--- src/hw/rtl/gf4_cyclic_code_codec_macros.svh ---
// Assertion macros for the GF(4) cyclic code codec.
// Uses the including module's clk and arst_n; no other dependencies.
// Defining SYNTH turns every macro into an empty body.
`ifndef GF4_CYCLIC_CODE_CODEC_MACROS_SVH
`define GF4_CYCLIC_CODE_CODEC_MACROS_SVH

`ifndef SYNTH

// General property, checked on clk while out of reset.
`define GF4CC_ASSERT(lbl, prop, msg) \
	lbl: assert property (@(posedge clk) disable iff (!arst_n) (prop)) else $error(msg);

// Same-cycle implication, checked on clk while out of reset.
`define GF4CC_ASSERT_IMP(lbl, ante, cons, msg) \
	lbl: assert property (@(posedge clk) disable iff (!arst_n) (ante) |-> (cons)) \
		else $error(msg);

`else

`define GF4CC_ASSERT(lbl, prop, msg)

`define GF4CC_ASSERT_IMP(lbl, ante, cons, msg)

`endif

`endif

--- src/hw/rtl/gf4cc_pkg.sv ---
// Shared constants and helpers for the GF(4) cyclic code codec.
// Holds the generator polynomial, the GF(4) product table and word widths.
// No dependencies.
package gf4cc_pkg;

	// Fixed widths of the word ports and of the symbol count register.
	localparam int WORD_BITS = 40;
	localparam int SYM_CNT_W = 5;
	localparam logic [SYM_CNT_W-1:0] SYM_CNT_RESET = 5'd20;
	localparam int MIN_SYMBOLS = 10;

	// Generator g of degree 9, two bits per symbol, low degree first.
	localparam int GEN_DEGREE = 9;
	localparam int GEN_SYMS = GEN_DEGREE + 1;
	localparam int GEN_W = 2 * GEN_SYMS;
	localparam logic [GEN_W-1:0] GEN_POLY = 20'd404429;

	// Operation codes carried on the func field.
	localparam logic FUNC_ENCODE = 1'b0;
	localparam logic FUNC_DECODE = 1'b1;

	// GF(4) product, indexed by {a, b}; codes 2 and 3 are x and x+1.
	localparam logic [1:0] GF4_MUL [16] = '{
		2'd0, 2'd0, 2'd0, 2'd0,
		2'd0, 2'd1, 2'd2, 2'd3,
		2'd0, 2'd2, 2'd3, 2'd1,
		2'd0, 2'd3, 2'd1, 2'd2
	};

	// The generator scaled by one GF(4) symbol, one product per coefficient.
	function automatic logic [GEN_W-1:0] gen_scaled(input logic [1:0] c);
		logic [GEN_W-1:0] acc;
		acc = '0;
		for (int j = 0; j < GEN_SYMS; j++) begin
			acc[2*j +: 2] = GF4_MUL[{c, GEN_POLY[2*j +: 2]}];
		end
		return acc;
	endfunction

endpackage

--- src/hw/rtl/gf4cc_in_if.sv ---
// Request channel of the GF(4) cyclic code codec: valid/ready plus payload.
// Depends on gf4cc_pkg for the word width.
interface gf4cc_in_if;
	import gf4cc_pkg::*;

	logic                 valid;
	logic                 ready;
	logic                 func;
	logic [WORD_BITS-1:0] word_in;

	modport source (output valid, output func, output word_in, input ready);
	modport sink (input valid, input func, input word_in, output ready);
endinterface

--- src/hw/rtl/gf4cc_out_if.sv ---
// Result channel of the GF(4) cyclic code codec: valid/ready plus payload.
// Depends on gf4cc_pkg for the word width.
interface gf4cc_out_if;
	import gf4cc_pkg::*;

	logic                 valid;
	logic                 ready;
	logic [WORD_BITS-1:0] word_out;
	logic                 invalid;

	modport source (output valid, output word_out, output invalid, input ready);
	modport sink (input valid, input word_out, input invalid, output ready);
endinterface

--- src/hw/rtl/gf4_cyclic_code_codec.sv ---
// GF(4) cyclic code codec: encoder by the fixed generator and rotation-search decoder.
// Depends on gf4cc_pkg, gf4cc_in_if, gf4cc_out_if and the assertion macro header.
//
// Usage:
// The din channel takes one word at a time: func selects encode or decode and
// word_in carries the message or the received codeword. The dout channel
// returns one word per request: the codeword, or the quotient of the first
// rotation that the generator divides, with invalid set (and word_out zero)
// when no rotation divides. cfg_we/cfg_wdata write the symbol count n; it is
// sampled when a request is accepted, and values outside 10..MAX_SYMBOLS are
// clamped into that range.
// All work goes through one generator scale-and-shift unit, one symbol per
// cycle. Encode multiplies the n-9 message symbols by g. Decode runs long
// division on each rotation and tries up to n rotations, stopping at the
// first one that divides. din.ready is high only while no request is in work.
// The result sits in an output register, so a new request is accepted while a
// finished word still waits on dout; if that register is still full when the
// next result is due, the last step holds until dout.ready frees it.
// Reset clears the sequencer and the output valid and sets n to 20.
`include "gf4_cyclic_code_codec_macros.svh"

module gf4_cyclic_code_codec #(
	parameter int MAX_SYMBOLS = 20
) (
	input  logic                          clk,
	input  logic                          arst_n,
	input  logic                          cfg_we,
	input  logic [gf4cc_pkg::SYM_CNT_W-1:0] cfg_wdata,
	gf4cc_in_if.sink                      din,
	gf4cc_out_if.source                   dout
);
	import gf4cc_pkg::*;

	localparam int WORD_W = 2 * MAX_SYMBOLS;
	localparam int EXT_W = (WORD_W > WORD_BITS) ? WORD_W : WORD_BITS;
	localparam logic [SYM_CNT_W-1:0] N_MIN = SYM_CNT_W'(MIN_SYMBOLS);
	localparam logic [SYM_CNT_W-1:0] N_MAX = SYM_CNT_W'(MAX_SYMBOLS);
	localparam logic [SYM_CNT_W-1:0] DEG = SYM_CNT_W'(GEN_DEGREE);
	localparam logic [SYM_CNT_W-1:0] ONE = SYM_CNT_W'(1);

	typedef enum logic [1:0] {
		ST_IDLE,
		ST_ENC,
		ST_DEC
	} state_t;

	state_t                 state_q;
	logic [SYM_CNT_W-1:0]   symbol_count_q;
	logic [SYM_CNT_W-1:0]   n_q;
	logic [SYM_CNT_W-1:0]   cnt_q;
	logic [SYM_CNT_W-1:0]   rot_q;
	logic                   out_valid_q;
	logic [WORD_BITS-1:0]   out_word_q;
	logic                   out_inv_q;
	logic [WORD_W-1:0]      mask_q;
	logic [WORD_W-1:0]      w_q;
	logic [WORD_W-1:0]      rem_q;
	logic [WORD_W-1:0]      quo_q;

	logic [SYM_CNT_W-1:0]   n_eff;
	logic [WORD_W-1:0]      mask_n;
	logic [WORD_W-1:0]      mask_msg;
	logic [EXT_W-1:0]       word_ext;
	logic [WORD_W-1:0]      word_w;
	logic                   accept;
	logic [1:0]             unit_c;
	logic [SYM_CNT_W-1:0]   unit_k;
	logic [WORD_W-1:0]      unit_out;
	logic [WORD_W-1:0]      rem_next;
	logic [WORD_W-1:0]      quo_next;
	logic [WORD_W-1:0]      rem_shr;
	logic [WORD_W-1:0]      w_shr;
	logic [WORD_W-1:0]      w_rot;
	logic                   enc_last;
	logic                   div_last;
	logic                   rem_zero;
	logic                   rot_last;
	logic                   out_free;
	logic                   enc_adv;
	logic                   dec_div;
	logic                   dec_rot;
	logic                   finish;
	logic [WORD_W-1:0]      res_word;
	logic [EXT_W-1:0]       res_ext;
	logic                   res_inv;

	// Symbol count register; the user must write it only while the block is idle, which the block does not enforce.
	always_ff @(posedge clk or negedge arst_n) begin
		if (!arst_n) begin
			symbol_count_q <= SYM_CNT_RESET;
		end else if (cfg_we) begin
			symbol_count_q <= cfg_wdata;
		end
	end

	// Clamp n into the supported range.
	always_comb begin
		priority if (symbol_count_q < N_MIN) begin
			n_eff = N_MIN;
		end else if (symbol_count_q > N_MAX) begin
			n_eff = N_MAX;
		end else begin
			n_eff = symbol_count_q;
		end
	end

	// Masks for a codeword of n symbols and a message of n-9 symbols.
	assign mask_n   = ~({WORD_W{1'b1}} << {n_eff, 1'b0});
	assign mask_msg = ~({WORD_W{1'b1}} << {n_eff - DEG, 1'b0});
	assign word_ext = EXT_W'(din.word_in);
	assign word_w   = word_ext[WORD_W-1:0];

	assign din.ready = (state_q == ST_IDLE);
	assign accept    = din.valid && din.ready;

	// Symbol picks: top remainder symbol at the division index, top word symbol.
	assign rem_shr = rem_q >> {cnt_q, 1'b0};
	assign w_shr   = w_q >> {n_q - ONE, 1'b0};
	assign w_rot   = ((w_q << 2) & mask_q) | WORD_W'(w_shr[1:0]);

	// Operand select for the shared unit: message symbol or leading remainder symbol.
	always_comb begin
		if (state_q == ST_DEC) begin
			unit_c = rem_shr[1:0];
			unit_k = cnt_q - DEG;
		end else begin
			unit_c = w_q[1:0];
			unit_k = cnt_q;
		end
	end

	// Shared unit: c * g * X^k, folded into the accumulator or remainder.
	assign unit_out = WORD_W'(gen_scaled(unit_c)) << {unit_k, 1'b0};
	assign rem_next = rem_q ^ unit_out;
	assign quo_next = quo_q | (WORD_W'(unit_c) << {unit_k, 1'b0});

	// Sequencer conditions.
	assign enc_last = (cnt_q == n_q - N_MIN);
	assign div_last = (cnt_q == DEG);
	assign rem_zero = (rem_next == '0);
	assign rot_last = (rot_q == n_q - ONE);
	assign out_free = !out_valid_q || dout.ready;
	assign enc_adv  = (state_q == ST_ENC) && (!enc_last || out_free);
	assign dec_div  = (state_q == ST_DEC) && !div_last;
	assign dec_rot  = (state_q == ST_DEC) && div_last && !rem_zero && !rot_last;
	assign finish   = out_free && (((state_q == ST_ENC) && enc_last)
		|| ((state_q == ST_DEC) && div_last && (rem_zero || rot_last)));

	// Result word: codeword, quotient on a dividing rotation, else zero.
	always_comb begin
		if (state_q == ST_ENC) begin
			res_word = rem_next;
			res_inv  = 1'b0;
		end else if (rem_zero) begin
			res_word = quo_next;
			res_inv  = 1'b0;
		end else begin
			res_word = '0;
			res_inv  = 1'b1;
		end
	end
	assign res_ext = EXT_W'(res_word);

	// Sequencer state and the output register.
	always_ff @(posedge clk or negedge arst_n) begin
		if (!arst_n) begin
			state_q     <= ST_IDLE;
			n_q         <= SYM_CNT_RESET;
			cnt_q       <= '0;
			rot_q       <= '0;
			out_valid_q <= 1'b0;
			out_word_q  <= '0;
			out_inv_q   <= 1'b0;
		end else begin
			if (finish) begin
				out_valid_q <= 1'b1;
				out_word_q  <= res_ext[WORD_BITS-1:0];
				out_inv_q   <= res_inv;
			end else if (dout.ready) begin
				out_valid_q <= 1'b0;
			end
			unique case (state_q)
				ST_IDLE: begin
					if (accept) begin
						n_q   <= n_eff;
						rot_q <= '0;
						if (din.func == FUNC_DECODE) begin
							cnt_q   <= n_eff - ONE;
							state_q <= ST_DEC;
						end else begin
							cnt_q   <= '0;
							state_q <= ST_ENC;
						end
					end
				end
				ST_ENC: begin
					if (finish) begin
						state_q <= ST_IDLE;
					end else if (enc_adv) begin
						cnt_q <= cnt_q + ONE;
					end
				end
				ST_DEC: begin
					if (finish) begin
						state_q <= ST_IDLE;
					end else if (dec_div) begin
						cnt_q <= cnt_q - ONE;
					end else if (dec_rot) begin
						cnt_q <= n_q - ONE;
						rot_q <= rot_q + ONE;
					end
				end
				default: begin
					state_q <= ST_IDLE;
				end
			endcase
		end
	end

	// Working words: message shifter or rotated word, remainder, quotient.
	always_ff @(posedge clk) begin
		if (accept) begin
			mask_q <= mask_n;
			quo_q  <= '0;
			if (din.func == FUNC_DECODE) begin
				w_q   <= word_w & mask_n;
				rem_q <= word_w & mask_n;
			end else begin
				w_q   <= word_w & mask_msg;
				rem_q <= '0;
			end
		end else if (enc_adv) begin
			w_q   <= w_q >> 2;
			rem_q <= rem_next;
		end else if (dec_div) begin
			rem_q <= rem_next;
			quo_q <= quo_next;
		end else if (dec_rot) begin
			w_q   <= w_rot;
			rem_q <= w_rot;
			quo_q <= '0;
		end
	end

	assign dout.valid    = out_valid_q;
	assign dout.word_out = out_word_q;
	assign dout.invalid  = out_inv_q;

	// Checks on the sequencer and the result register.
	`GF4CC_ASSERT(a_busy_after_accept, din.valid && din.ready |=> !din.ready, "ready stayed high after a request was taken")
	`GF4CC_ASSERT_IMP(a_rot_in_range, state_q == ST_DEC, rot_q < n_q, "rotation count reached n")
	`GF4CC_ASSERT_IMP(a_invalid_zero, dout.valid && dout.invalid, dout.word_out == '0, "invalid result carries a nonzero word")
	`GF4CC_ASSERT(a_enc_valid, (state_q == ST_ENC) && finish |=> out_valid_q && !out_inv_q, "encode result flagged invalid")

endmodule
--- src/flat_wrapper.sv ---
// flat-port wrapper written by rule: the top's interface ports become plain ports
module gf4_cyclic_code_codec_flat import gf4cc_pkg::*;
#(
	parameter int MAX_SYMBOLS = 20
)
  (clk, arst_n, cfg_we, cfg_wdata, din_valid, din_func, din_word_in, din_ready, dout_valid, dout_word_out, dout_invalid, dout_ready);
  gf4cc_in_if din_i ();
  gf4cc_out_if dout_i ();
  input  logic clk;
  input  logic arst_n;
  input  logic cfg_we;
  input  logic [gf4cc_pkg::SYM_CNT_W-1:0] cfg_wdata;
  input wire logic [$bits(din_i.valid)-1:0] din_valid;
  input wire logic [$bits(din_i.func)-1:0] din_func;
  input wire logic [$bits(din_i.word_in)-1:0] din_word_in;
  output wire logic [$bits(din_i.ready)-1:0] din_ready;
  output wire logic [$bits(dout_i.valid)-1:0] dout_valid;
  output wire logic [$bits(dout_i.word_out)-1:0] dout_word_out;
  output wire logic [$bits(dout_i.invalid)-1:0] dout_invalid;
  input wire logic [$bits(dout_i.ready)-1:0] dout_ready;
  assign din_i.valid = din_valid;
  assign din_i.func = din_func;
  assign din_i.word_in = din_word_in;
  assign din_ready = din_i.ready;
  assign dout_valid = dout_i.valid;
  assign dout_word_out = dout_i.word_out;
  assign dout_invalid = dout_i.invalid;
  assign dout_i.ready = dout_ready;
  gf4_cyclic_code_codec #(.MAX_SYMBOLS(MAX_SYMBOLS)) u_core (.clk(clk), .arst_n(arst_n), .cfg_we(cfg_we), .cfg_wdata(cfg_wdata), .din(din_i), .dout(dout_i));
endmodule
--- config.mk ---
export PLATFORM = sky130hd
export DESIGN_NAME = gf4_cyclic_code_codec_flat
export DESIGN_NICKNAME = d
export VERILOG_FILES = /design/src/hw/rtl/gf4cc_pkg.sv /design/src/hw/rtl/gf4cc_in_if.sv /design/src/hw/rtl/gf4cc_out_if.sv /design/src/hw/rtl/gf4_cyclic_code_codec.sv /design/src/flat_wrapper.sv
export VERILOG_INCLUDE_DIRS = /design/src /design/src/hw/rtl
export SDC_FILE = /design/constraint.sdc
export NUM_CORES = 1
export LEC_CHECK = 0
export ABC_AREA = 0
export BUFFER_PORTS_ARGS = -buffer_cell sky130_fd_sc_hd__buf_2
export CELL_PAD_IN_SITES_DETAIL_PLACEMENT = 0
export CELL_PAD_IN_SITES_GLOBAL_PLACEMENT = 1
export CORE_MARGIN = 5
export CORE_UTILIZATION = 52
export CTS_BUF_LIST = sky130_fd_sc_hd__clkbuf_4
export DETAILED_ROUTE_END_ITERATION = 7
export GPL_TIMING_DRIVEN = 0
export MAX_ROUTING_LAYER = met4
export PLACE_DENSITY_LB_ADDON = 0.25
export SLEW_MARGIN = 25
export SYNTH_ARGS = -nofsm -noshare
export SYNTH_HDL_FRONTEND = slang
export SYNTH_SLANG_ARGS = --single-unit
--- constraint.sdc ---
create_clock -name clk -period 10.35 [get_ports clk]
set_input_delay 0.5175 -clock clk [delete_from_list [all_inputs] [get_ports clk]]
set_output_delay 0.5175 -clock clk [all_outputs]
set_load 0.01 [all_outputs]
* After elaboration in Yosys (flattened, before gate mapping) *
Memories as Yosys holds them, arrays and structs flattened.
Index checks and enable logic that the tools add are counted.

word-level totals
  memories = 4
  bits of input ports = 51
  memory bits (read-only) = 128
  output and inout port bits = 43
  flip-flop bits (word level) = 224
  logic and storage cells = 142

operators by class
  bitwise gates (word level) = 13
  eq/ne operators = 14
  $lt $le $gt $ge = 6
  reduce and logical (&&, ||, !) cells = 33
  shift operators = 6
  multiplexer cells = 46
  add/sub/neg operators = 8

memories
  memory           depth  bits a word  read ports  clocked after memory_dff  wr ports  line             source
  (no name shown)  16     2            1           0                         0         gf4cc_pkg.sv:35  acc[2*j +: 2] = GF4_MUL[{c, GEN_POLY[2*j +: 2]}];
  (no name shown)  16     2            1           0                         0         gf4cc_pkg.sv:35
  (no name shown)  16     2            1           0                         0         gf4cc_pkg.sv:35
  (no name shown)  16     2            1           0                         0         gf4cc_pkg.sv:35

operators with widths
  operator                 count
  $mux W40                 13
  $and A40 B40 Y40         3
  $not A40 Y40             2
  $shl A40 B6 Y40 const A  2
  $shr A40 B6 Y2           2
  $mux W5                  14
  $logic_not A40 Y1        1
  $or A40 B2 Y40           1
  $or A40 B40 Y40          1
  $shl A2 B6 Y40           1
  $shl A20 B6 Y40          1
  $xor A40 B40 Y40         1
  $mux W2                  12
  $ge A5 B5 Y1 const B     4
  $not A4 Y5               4
  $pmux W5 S3              1
  $sub A5 B1 Y5 const B    3
  $sub A5 B4 Y5 const B    3
  $add A5 B1 Y5 const B    2
  $eq A5 B5 Y1             2
  $pmux W5 S2              1
  $logic_and A1 B1 Y1      9
  $ne A2 B2 Y1 const B     4
  $reduce_and A2 Y1        4
  19 further kinds         35

* Logic depth before layout (Yosys ltp) *
Gate-level depths: netlist (run 1).

  depth after elaboration = 16
  gate-level depth with buffers = 23
  mapped depth without buffers = 16

* Worst setup path before layout (run 1) *
OpenSTA, ideal clock, no wires.

  kind = register to register
  from = register u_core.cnt_q[0]
  to = register u_core.rem_q[0], enable pin
  library setup time = 634 ps
  clock period less this slack = 5846 ps
  setup slack = 4504 ps
  path buffers = 4
  data required time = 9716 ps
  arrival = 5212 ps
  cell stages (with the launch flop) = 20
  path through = dfrtp_1 buf_4 buf_2 inv_1 ha_1 nand2b_1 a21oi_1 xor2_1 clkbuf_1 nor3_1 a31oi_1 xnor2_1 or4_1 nor4_1 nand4_1 or2_1 clkbuf_1 a21o_1 nand2_1 nand3_1

on the way
  longest elaborated chain between the ends = 13
  elaborated cells on any way between the ends = 35
  those cells by class = add/sub (1); eq/ne (2); shift (2); mux (10); bitwise (5); reduce/logical (11); memory (4)

RTL lines
  item                                        line                          source
  start, declared                             gf4_cyclic_code_codec.sv:50   logic [SYM_CNT_W-1:0] cnt_q;
  start signal, assigned                      gf4_cyclic_code_codec.sv:188  cnt_q <= n_eff - ONE;
  start signal, assigned                      gf4_cyclic_code_codec.sv:200  cnt_q <= cnt_q + ONE;
  start signal, assigned                      gf4_cyclic_code_codec.sv:207  cnt_q <= cnt_q - ONE;
  $shr A40 B6 Y2                              gf4_cyclic_code_codec.sv:117  assign rem_shr = rem_q >> {cnt_q, 1'b0};
  $mux W2                                     gf4_cyclic_code_codec.sv:123  if (state_q == ST_DEC) begin
  $not A4 Y5 (not written as such)            gf4cc_pkg.sv:35
  $mem_v2 Z16 W2                              n/a
  $mux W2 (not written as such) (2 in a row)  gf4cc_pkg.sv:35
  $shl A20 B6 Y40                             gf4_cyclic_code_codec.sv:133  assign unit_out = WORD_W'(gen_scaled(unit_c)) << {unit_k, 1'b0};
  $xor A40 B40 Y40                            gf4_cyclic_code_codec.sv:134  assign rem_next = rem_q ^ unit_out;
  $logic_not A40 Y1                           gf4_cyclic_code_codec.sv:140  assign rem_zero = (rem_next == '0);
  $logic_not A1 Y1                            gf4_cyclic_code_codec.sv:145  assign dec_rot = (state_q == ST_DEC) && div_last && !rem_zero && !rot_last;
  $logic_and A1 B1 Y1 (2 in a row)            gf4_cyclic_code_codec.sv:145
  $reduce_bool A4 Y1 (no line) *              n/a
  end signal, assigned                        gf4_cyclic_code_codec.sv:227  rem_q <= word_w & mask_n;
  end signal, assigned                        gf4_cyclic_code_codec.sv:234  rem_q <= rem_next;
  end signal, assigned                        gf4_cyclic_code_codec.sv:236  rem_q <= rem_next;
  end, declared                               gf4_cyclic_code_codec.sv:57   logic [WORD_W-1:0] rem_q;

Mark *: on every way between the ends. The rest lies on a longest branch, timed or not. The select of a mux whose other input is x is not followed.
A chain may end at the register's enable or synchronous reset.

* Worst setup path after layout (run 1) *
  from = register u_core.cnt_q[0]
  to = register u_core.out_word_q[26], in the netlist u_core.dout.word_out[26]

on the way
  longest elaborated chain between the ends = 13
  elaborated cells on any way between the ends = 35
  those cells by class = add/sub (1); eq/ne (2); shift (3); mux (12); bitwise (6); reduce/logical (7); memory (4)

RTL lines
  item                                        line                          source
  $shr A40 B6 Y2                              gf4_cyclic_code_codec.sv:117
  $mux W2                                     gf4_cyclic_code_codec.sv:123
  $not A4 Y5 (not written as such)            gf4cc_pkg.sv:35
  $mem_v2 Z16 W2                              n/a
  $mux W2 (not written as such) (2 in a row)  gf4cc_pkg.sv:35
  $shl A20 B6 Y40                             gf4_cyclic_code_codec.sv:133
  $xor A40 B40 Y40                            gf4_cyclic_code_codec.sv:134
  $logic_not A40 Y1                           gf4_cyclic_code_codec.sv:140
  $logic_or A1 B1 Y1                          gf4_cyclic_code_codec.sv:147  || ((state_q == ST_DEC) && div_last && (rem_zero || rot_last)));
  $logic_and A1 B1 Y1                         gf4_cyclic_code_codec.sv:147
  $logic_or A1 B1 Y1                          gf4_cyclic_code_codec.sv:147
  $logic_and A1 B1 Y1                         gf4_cyclic_code_codec.sv:146  assign finish = out_free && (((state_q == ST_ENC) && enc_last)
  end signal, assigned                        gf4_cyclic_code_codec.sv:177  out_word_q <= res_ext[WORD_BITS-1:0];
  end, declared                               gf4_cyclic_code_codec.sv:53   logic [WORD_BITS-1:0] out_word_q;

Several ways; a longest one is shown, not always the timed one. The select of a mux whose other input is x is not followed.

==> results_dict.tcl, run 1 <==
set metrics [dict create \
    synth_area_mm2 0.0136 \
    clock-sinks 203 \
    postCtsSetupRepairBufs 0 \
    synth.area.top_cells "edfxtp_1 22%, dfrtp_1 11%, a21oi_1 6.4%, dfxtp_1 5.9%, nand2_1 5.4%" \
    drt_iter0_drc 2211 \
    hold_violations 0 \
    std_cell_rows 59 \
    r2r_start "u_core.cnt_q[0]" \
    slew_headroom_pct 24.5 \
    powerDensity_mw_per_mm2 411 \
    critPathLaunchType "register" \
    grt.total_usage_pct 40.2 \
    dieArea_mm2 0.0295 \
    nets 1817 \
    async_reset_ff_share_pct 31.5 \
    first_pass_iters 8 \
    die_x_um 172 \
    drc 0 \
    routed-via-count 14600 \
    cts_made_buffers 54 \
    gr-total-overflow 0 \
    ys.warnings.count 0 \
    synth-edff-count 99 \
    die_y_um 172 \
    reg2reg_to "u_core.dout.word_out[26]" \
    synthCells 1588 \
    viasPerCell 6.85 \
    outcome "finished, final reports clean" \
    layout.cells.non_filler 2133 \
    wl_um 58500 \
    synth_common_cells "194 x nand2_1, 175 x a21oi_1, 114 x nor2_1" \
    core_area_mm2 0.0259 \
    whs_path_depth 2 \
    pin_count 94 \
    place_area_mm2 0.0146 \
    worst_ep_arrival_time_ps 8250 \
    h-tree-depth 2 \
    grt_pass1_wl_um 86800 \
    rrSetupSlack_ps 2630 \
    clock_skew_ps 57.3 \
    max_freq_mhz 130 \
    clock_path_buffers 3 \
    rsz0062_at_grt "no" \
    start_util_pct 52.5 \
    required_ps 10880 \
    dp_hpwl_um 45600 \
    grt_max_degree 53 \
    pre_cts_slack_ps 3150 \
    root_buffer "clkbuf_4" \
    place_inst 2024 \
    synth_top_area_share_pct 21.9 \
    synthFlopType "edfxtp_1" \
    cp_max_fo 10 \
    ys_types 91 \
    final_antenna_net_count 0 \
    setup_ws_ps 2630 \
    critPathKind "reg2reg" \
    antenna_found_initial 2 \
    gp_congestion 1.10 \
    reg2reg_depth 20 \
    cts_tree "built" \
    maxCapViolCount 0 \
    area_growth_pct 12.9 \
    clkTransAtPathRegs_ps 70 \
    final_layout_size_suffix_gt1_share_pct 14.9 \
    postLayoutCellArea_mm2 0.0154 \
    final_util_pct 59.2 \
    setup_tns_ps 0 \
    worst_pin_slew_ps 1120 \
    critPathCaptureType "register" \
    clk_latency_ps 720 \
    hp-start "cfg_wdata[4]" \
    hold_end "u_core.symbol_count_q[4]" \
    vdd_drop_max_uv 221 \
    post-synth-top-area-cell "edfxtp_1" \
    wl_per_cell_um 27.4 \
    io_buffer_count 91 \
    finalSetupViolCount 0 \
    min_path_type "in2reg" \
    ys_seq_area_share_pct 39.6 \
    post-route-period-util_pct 74.6 \
    avgSynthCellArea_um2 8.56 \
    synth.most_common_cell "nand2_1" \
    grt_pass1_vias 14000 \
    min_period_ps 7720 \
    cellLeakagePower_nw 5.81 \
    synth-seq-cells 203 \
    finalMaxSlewViolations 0 \
]
-- how the worst max path moves through the flow --
| stage | start | end | slack (ps) | depth (start not counted) |
|---|---|---|---|---|
| finish | u_core.cnt_q[0] | u_core.dout.word_out[26] | 2630 | 20 |
| global route | u_core.cnt_q[0] | u_core.dout.word_out[20] | 2490 | 22 |
| CTS | u_core.cnt_q[0] | u_core.dout.word_out[26] | 3080 | 20 |
| detailed placement | u_core.cnt_q[0] | u_core.dout.word_out[26] | 3150 | 20 |
| global placement | u_core.cnt_q[0] | u_core.w_q[35] | 2050 | 16 |
| floorplan | u_core.cnt_q[0] | u_core.rem_q[0] | 4500 | 19 |
-- routing by layer --
layer | track usage [%] | routed length [um] | up-vias
li1 | - | - | 6326
met1 | 49.8 | 21700 | 6846
met2 | 60.4 | 25500 | 1145
met3 | 8.57 | 6800 | 284
met4 | 24.5 | 4500 | 0
met5 | - | 0 | -
-- critical path: stages (launching register included) --
cell,delay [ps]
dfrtp_1,410
buf_4,230
buf_2,320
inv_1,200
ha_1,470
nand3_1,210
a21boi_0,850
nor2_1,290
clkbuf_1,440
a32o_1,330
a31oi_1,220
xor2_1,880
o211ai_1,450
nor4_1,320
nand4_1,260
o21ai_1,440
nand2_1,300
clkbuf_1,360
clkbuf_1,330
nand2_1,120
o21ai_0,80
-- state kept, by name, indices dropped and copies added, names as in the netlist --
register               count
u_core.symbol_count_q      5
u_core.dout.invalid        1
u_core.rot_q               5
u_core.state_q             2
u_core.n_q                 5
u_core.dout.valid          1
u_core.cnt_q               5
u_core.rem_q              40
u_core.w_q                40
u_core.dout.word_out      40
u_core.quo_q              40
u_core.mask_q             19
-- power by group --
| part | internal (mW) | switching, mW |
|---|---|---|
| Sequential | 1.19 | 0.261 |
| Clock | 0.371 | 0.363 |
| Combinational | 1.16 | 2.95 |
-- kinds of logic (layout without fill, tap and decap cells) --
| logic type | count (synthesis) | count (layout) | synth area share [%] |
|---|---|---|---|
| AO/OA/AOI/OAI | 547 | 547 | 25.3 |
| XOR/XNOR | 68 | 68 | 4.49 |
| adder cells (fa/ha/maj) | 19 | 19 | 1.73 |
| buffers and inverters | 140 | 338 | 4.32 |
| flip-flops | 203 | 203 | 39.6 |
| multiplexers | 45 | 45 | 4.62 |
| other | 1 | 13 | 0.0276 |
| AND/OR/NAND/NOR | 565 | 565 | 19.9 |
-- layout make-up --
type                       count  area [um^2]
clock inverter                24          129
sequential                   203         5380
buffer                       115          494
fill                        2370        10600
antenna                        5         12.5
inverter                      25         93.8
tap                          335          419
multi-input combinational   1252         7690
timing repair buffer          97          556
clock buffer                  77          578
-- placed cells by master, fill, tap and decap left out, types with 14 or more instances in the layout --
cell,count
clkbuf_4,77
inv_1,24
o22ai_1,49
nor2_1,114
edfxtp_1,99
nand2_1,194
xnor2_1,40
clkinv_1,16
o21ai_0,106
mux2i_1,20
dfxtp_1,40
o2bb2ai_1,28
and3_1,35
dfrtp_1,60
or3_1,14
nor3_1,58
buf_2,106
xor2_1,26
clkbuf_1,85
ha_1,18
nand3_1,59
a31oi_1,63
a21oi_1,175
-- timing repair --
| item | CTS | global route |
|---|---|---|
| hold endpoints to repair | 19 | 0 |
| hold buffers | 3 | 0 |
| gates resized for setup | 0 | 0 |
-- stage by stage --
stage,hold WS (ps),total power [mW]
4_1_cts,7.79,6.07
2_1_floorplan,222,3.77
6_report,35.8,6.30
3_3_place_gp,445,5.31
5_1_grt,9.22,6.46
3_5_place_dp,414,5.33
Note: power is estimated with default switching activity, not from simulation.
==> run 2: changes to the inputs <==
--- a/config.mk
+++ b/config.mk
@@ -11,7 +11,7 @@
 export CELL_PAD_IN_SITES_DETAIL_PLACEMENT = 0
 export CELL_PAD_IN_SITES_GLOBAL_PLACEMENT = 1
 export CORE_MARGIN = 5
-export CORE_UTILIZATION = 52
+export CORE_UTILIZATION = 44
 export CTS_BUF_LIST = sky130_fd_sc_hd__clkbuf_4
 export DETAILED_ROUTE_END_ITERATION = 7
 export GPL_TIMING_DRIVEN = 0
==> constraint.sdc (replaced) <==
create_clock -name clk -period 6.71 [get_ports clk]
set_input_delay 0.3355 -clock clk [delete_from_list [all_inputs] [get_ports clk]]
set_output_delay 0.3355 -clock clk [all_outputs]
set_load 0.01 [all_outputs]
==> run 2 against run 1 <==
Global-route usage fell by 3.6 points. Clock skew shrank 2.4 ps. Setup slack got worse by 2500 ps. Core utilization is 6.9 points lower. Critical path type unchanged. Highest routed layer unchanged.
==> results_dict.tcl, run 2 (same netlist as run 1, synthesis figures left out) <==
set metrics [dict create \
    power_mw 10.1 \
    wl_per_cell_um 28.1 \
    hold_ws_ps 36.7 \
    routed-via-count 14600 \
    crit_cells 19 \
    place_inst 2086 \
    clock_path_buffers 3 \
    max_freq_mhz 151 \
    grt.total_usage_pct 36.6 \
    core_area_mm2 0.0305 \
    vdd_drop_max_uv 255 \
    nets 1854 \
    drt_iter0_drc 1948 \
    final_antenna_net_count 0 \
    hold_violations 0 \
    clk_latency_ps 740 \
    finalMaxSlewViolations 0 \
    min_period_ps 6630 \
    final_layout_size_suffix_gt1_share_pct 17.5 \
    worst_ep_arrival_time_ps 7070 \
    dieArea_mm2 0.0345 \
    gp_congestion 1.05 \
    reg2reg_depth 19 \
    die_x_um 186 \
    worst_pin_slew_ps 1070 \
    slowest_delay_ps 720 \
    die_y_um 186 \
    crit_chain "buf_4 -> buf_2 -> inv_1 -> ha_2 -> nor2b_2 -> or3_1 -> clkbuf_2 -> o22ai_1 -> a221oi_1 -> xnor2_1 -> or3_1 -> nor4_1 -> nand4_1 -> or2_1 -> clkbuf_1 -> a21o_1 -> nand2_1 -> nand3_4 -> buf_12" \
    worst-path-buf-inv 6 \
    rsz0062_at_grt "no" \
    slew_headroom_pct 28.4 \
    dp_hpwl_um 49100 \
    setup_tns_ps 0 \
    pin_count 94 \
    layout.cells.non_filler 2229 \
    setup_ws_ps 83.4 \
    std_cell_rows 64 \
    grt_pass1_vias 13800 \
    clock_skew_ps 54.9 \
    cp_max_fo 30 \
    antenna_found_initial 2 \
    clock-sinks 203 \
    required_ps 7150 \
    finalSetupViolCount 0 \
    h-tree-depth 2 \
    critical-path-top-delay-family "simple AND/OR/NAND/NOR gates" \
    start_util_pct 44.6 \
    clkTransAtPathRegs_ps 70 \
    critPathCaptureType "register" \
    io_buffer_count 91 \
    drc 0 \
    post-route-period-util_pct 98.8 \
    rrSetupSlack_ps 80 \
    cellLeakagePower_nw 6.08 \
    powerDensity_mw_per_mm2 629 \
    outcome "finished, final reports clean" \
    critPathKind "reg2reg" \
    area_growth_pct 17.6 \
    viasPerCell 6.56 \
    final_cell_mix "193 x nand2_1, 174 x a21oi_1, 108 x nor2_1, 107 x buf_2, 103 x o21ai_0" \
    root_buffer "clkbuf_4" \
    r2r_start "u_core.cnt_q[0]" \
    gr-total-overflow 0 \
    grt_pass1_wl_um 91000 \
    min_path_type "in2async" \
    critPathLaunchType "register" \
    final_common_cell "nand2_1" \
    cts_tree "built" \
    wl_um 62700 \
    pre_cts_slack_ps -579 \
    critPathMostFrequentCell "or3_1" \
    first_pass_iters 6 \
    grt_max_degree 54 \
    reg2reg_to "u_core.rem_q[38]" \
    crit_path_top_delay_cell "o22ai_1" \
    cts_made_buffers 55 \
    maxCapViolCount 0 \
]
-- run 2: cell types whose count changed in the layout (fill, tap and decap cells not counted), moves of 5 or more --
cell           previous run  this run
clkbuf_2                  1        13
clkbuf_4                 77        83
nor2_1                  114       108
nor2_2                    1         6
buf_4                     4        10
clkbuf_1                 85        74
xnor2_2                   1         9
xnor2_1                  40        32
dlygate4sd3_1             3        34
-- run 2: worst max-delay path by stage --
stage                    start                  endpoint  slack (ps)
2_1_floorplan  u_core.cnt_q[0]           u_core.rem_q[0]         860
3_3_place_gp   u_core.cnt_q[0]          u_core.rem_q[34]       -2000
3_5_place_dp   u_core.cnt_q[0]  u_core.dout.word_out[24]        -580
4_1_cts        u_core.cnt_q[0]  u_core.dout.word_out[24]           7
5_1_grt        u_core.cnt_q[0]  u_core.dout.word_out[23]           9
6_report       u_core.cnt_q[0]          u_core.rem_q[38]          80
-- run 2: worst reg2reg max path: cells and delay by family (launching register included) --
| kind | cells | cell delay, ps |
|---|---|---|
| AO/OA/AOI/OAI | 3 | 1350 |
| XOR/XNOR | 1 | 330 |
| adder cells (fa/ha/maj) | 1 | 470 |
| buffers and inverters | 6 | 1570 |
| flip-flops | 1 | 400 |
| AND/OR/NAND/NOR | 8 | 2210 |
-- run 2: power breakdown --
group	total, mW	leakage, nW	switching (mW)	internal, mW
sequential	2.26	2.17	0.419	1.84
clock	1.18	0.443	0.568	0.607
combinational	6.63	3.47	4.72	1.91
-- run 2: cell type report --
cell class	count	area, um^2
clock inverter	20	111
buffer	114	507
multi-input combinational	1252	7850
fill	2966	14500
clock buffer	83	623
inverter	25	93.8
tap	396	495
timing repair buffer	134	918
sequential	203	5380
antenna	2	5.00
-- run 2: layer usage --
layer | global-route usage, % | wire, um | vias up
li1 | - | - | 6404
met3 | 5.78 | 5820 | 202
met2 | 58.2 | 29100 | 963
met4 | 16.4 | 3140 | 0
met5 | - | 0 | -
met1 | 46.3 | 24600 | 7046
-- run 2: through the flow --
stage	utilization (%)	area, um^2
6_report	52.4	16000
5_1_grt	52.4	16000
3_5_place_dp	48.2	14700
3_3_place_gp	47.8	14600
2_1_floorplan	-	13600
4_1_cts	52.1	15900
-- run 2: repair_timing --
item,CTS,global route
buffers inserted,1,4
pin swaps,0,2
endpoints found under the hold margin,99,0
gates resized for setup,23,23
hold buffers,34,0
setup endpoints to repair,171,153
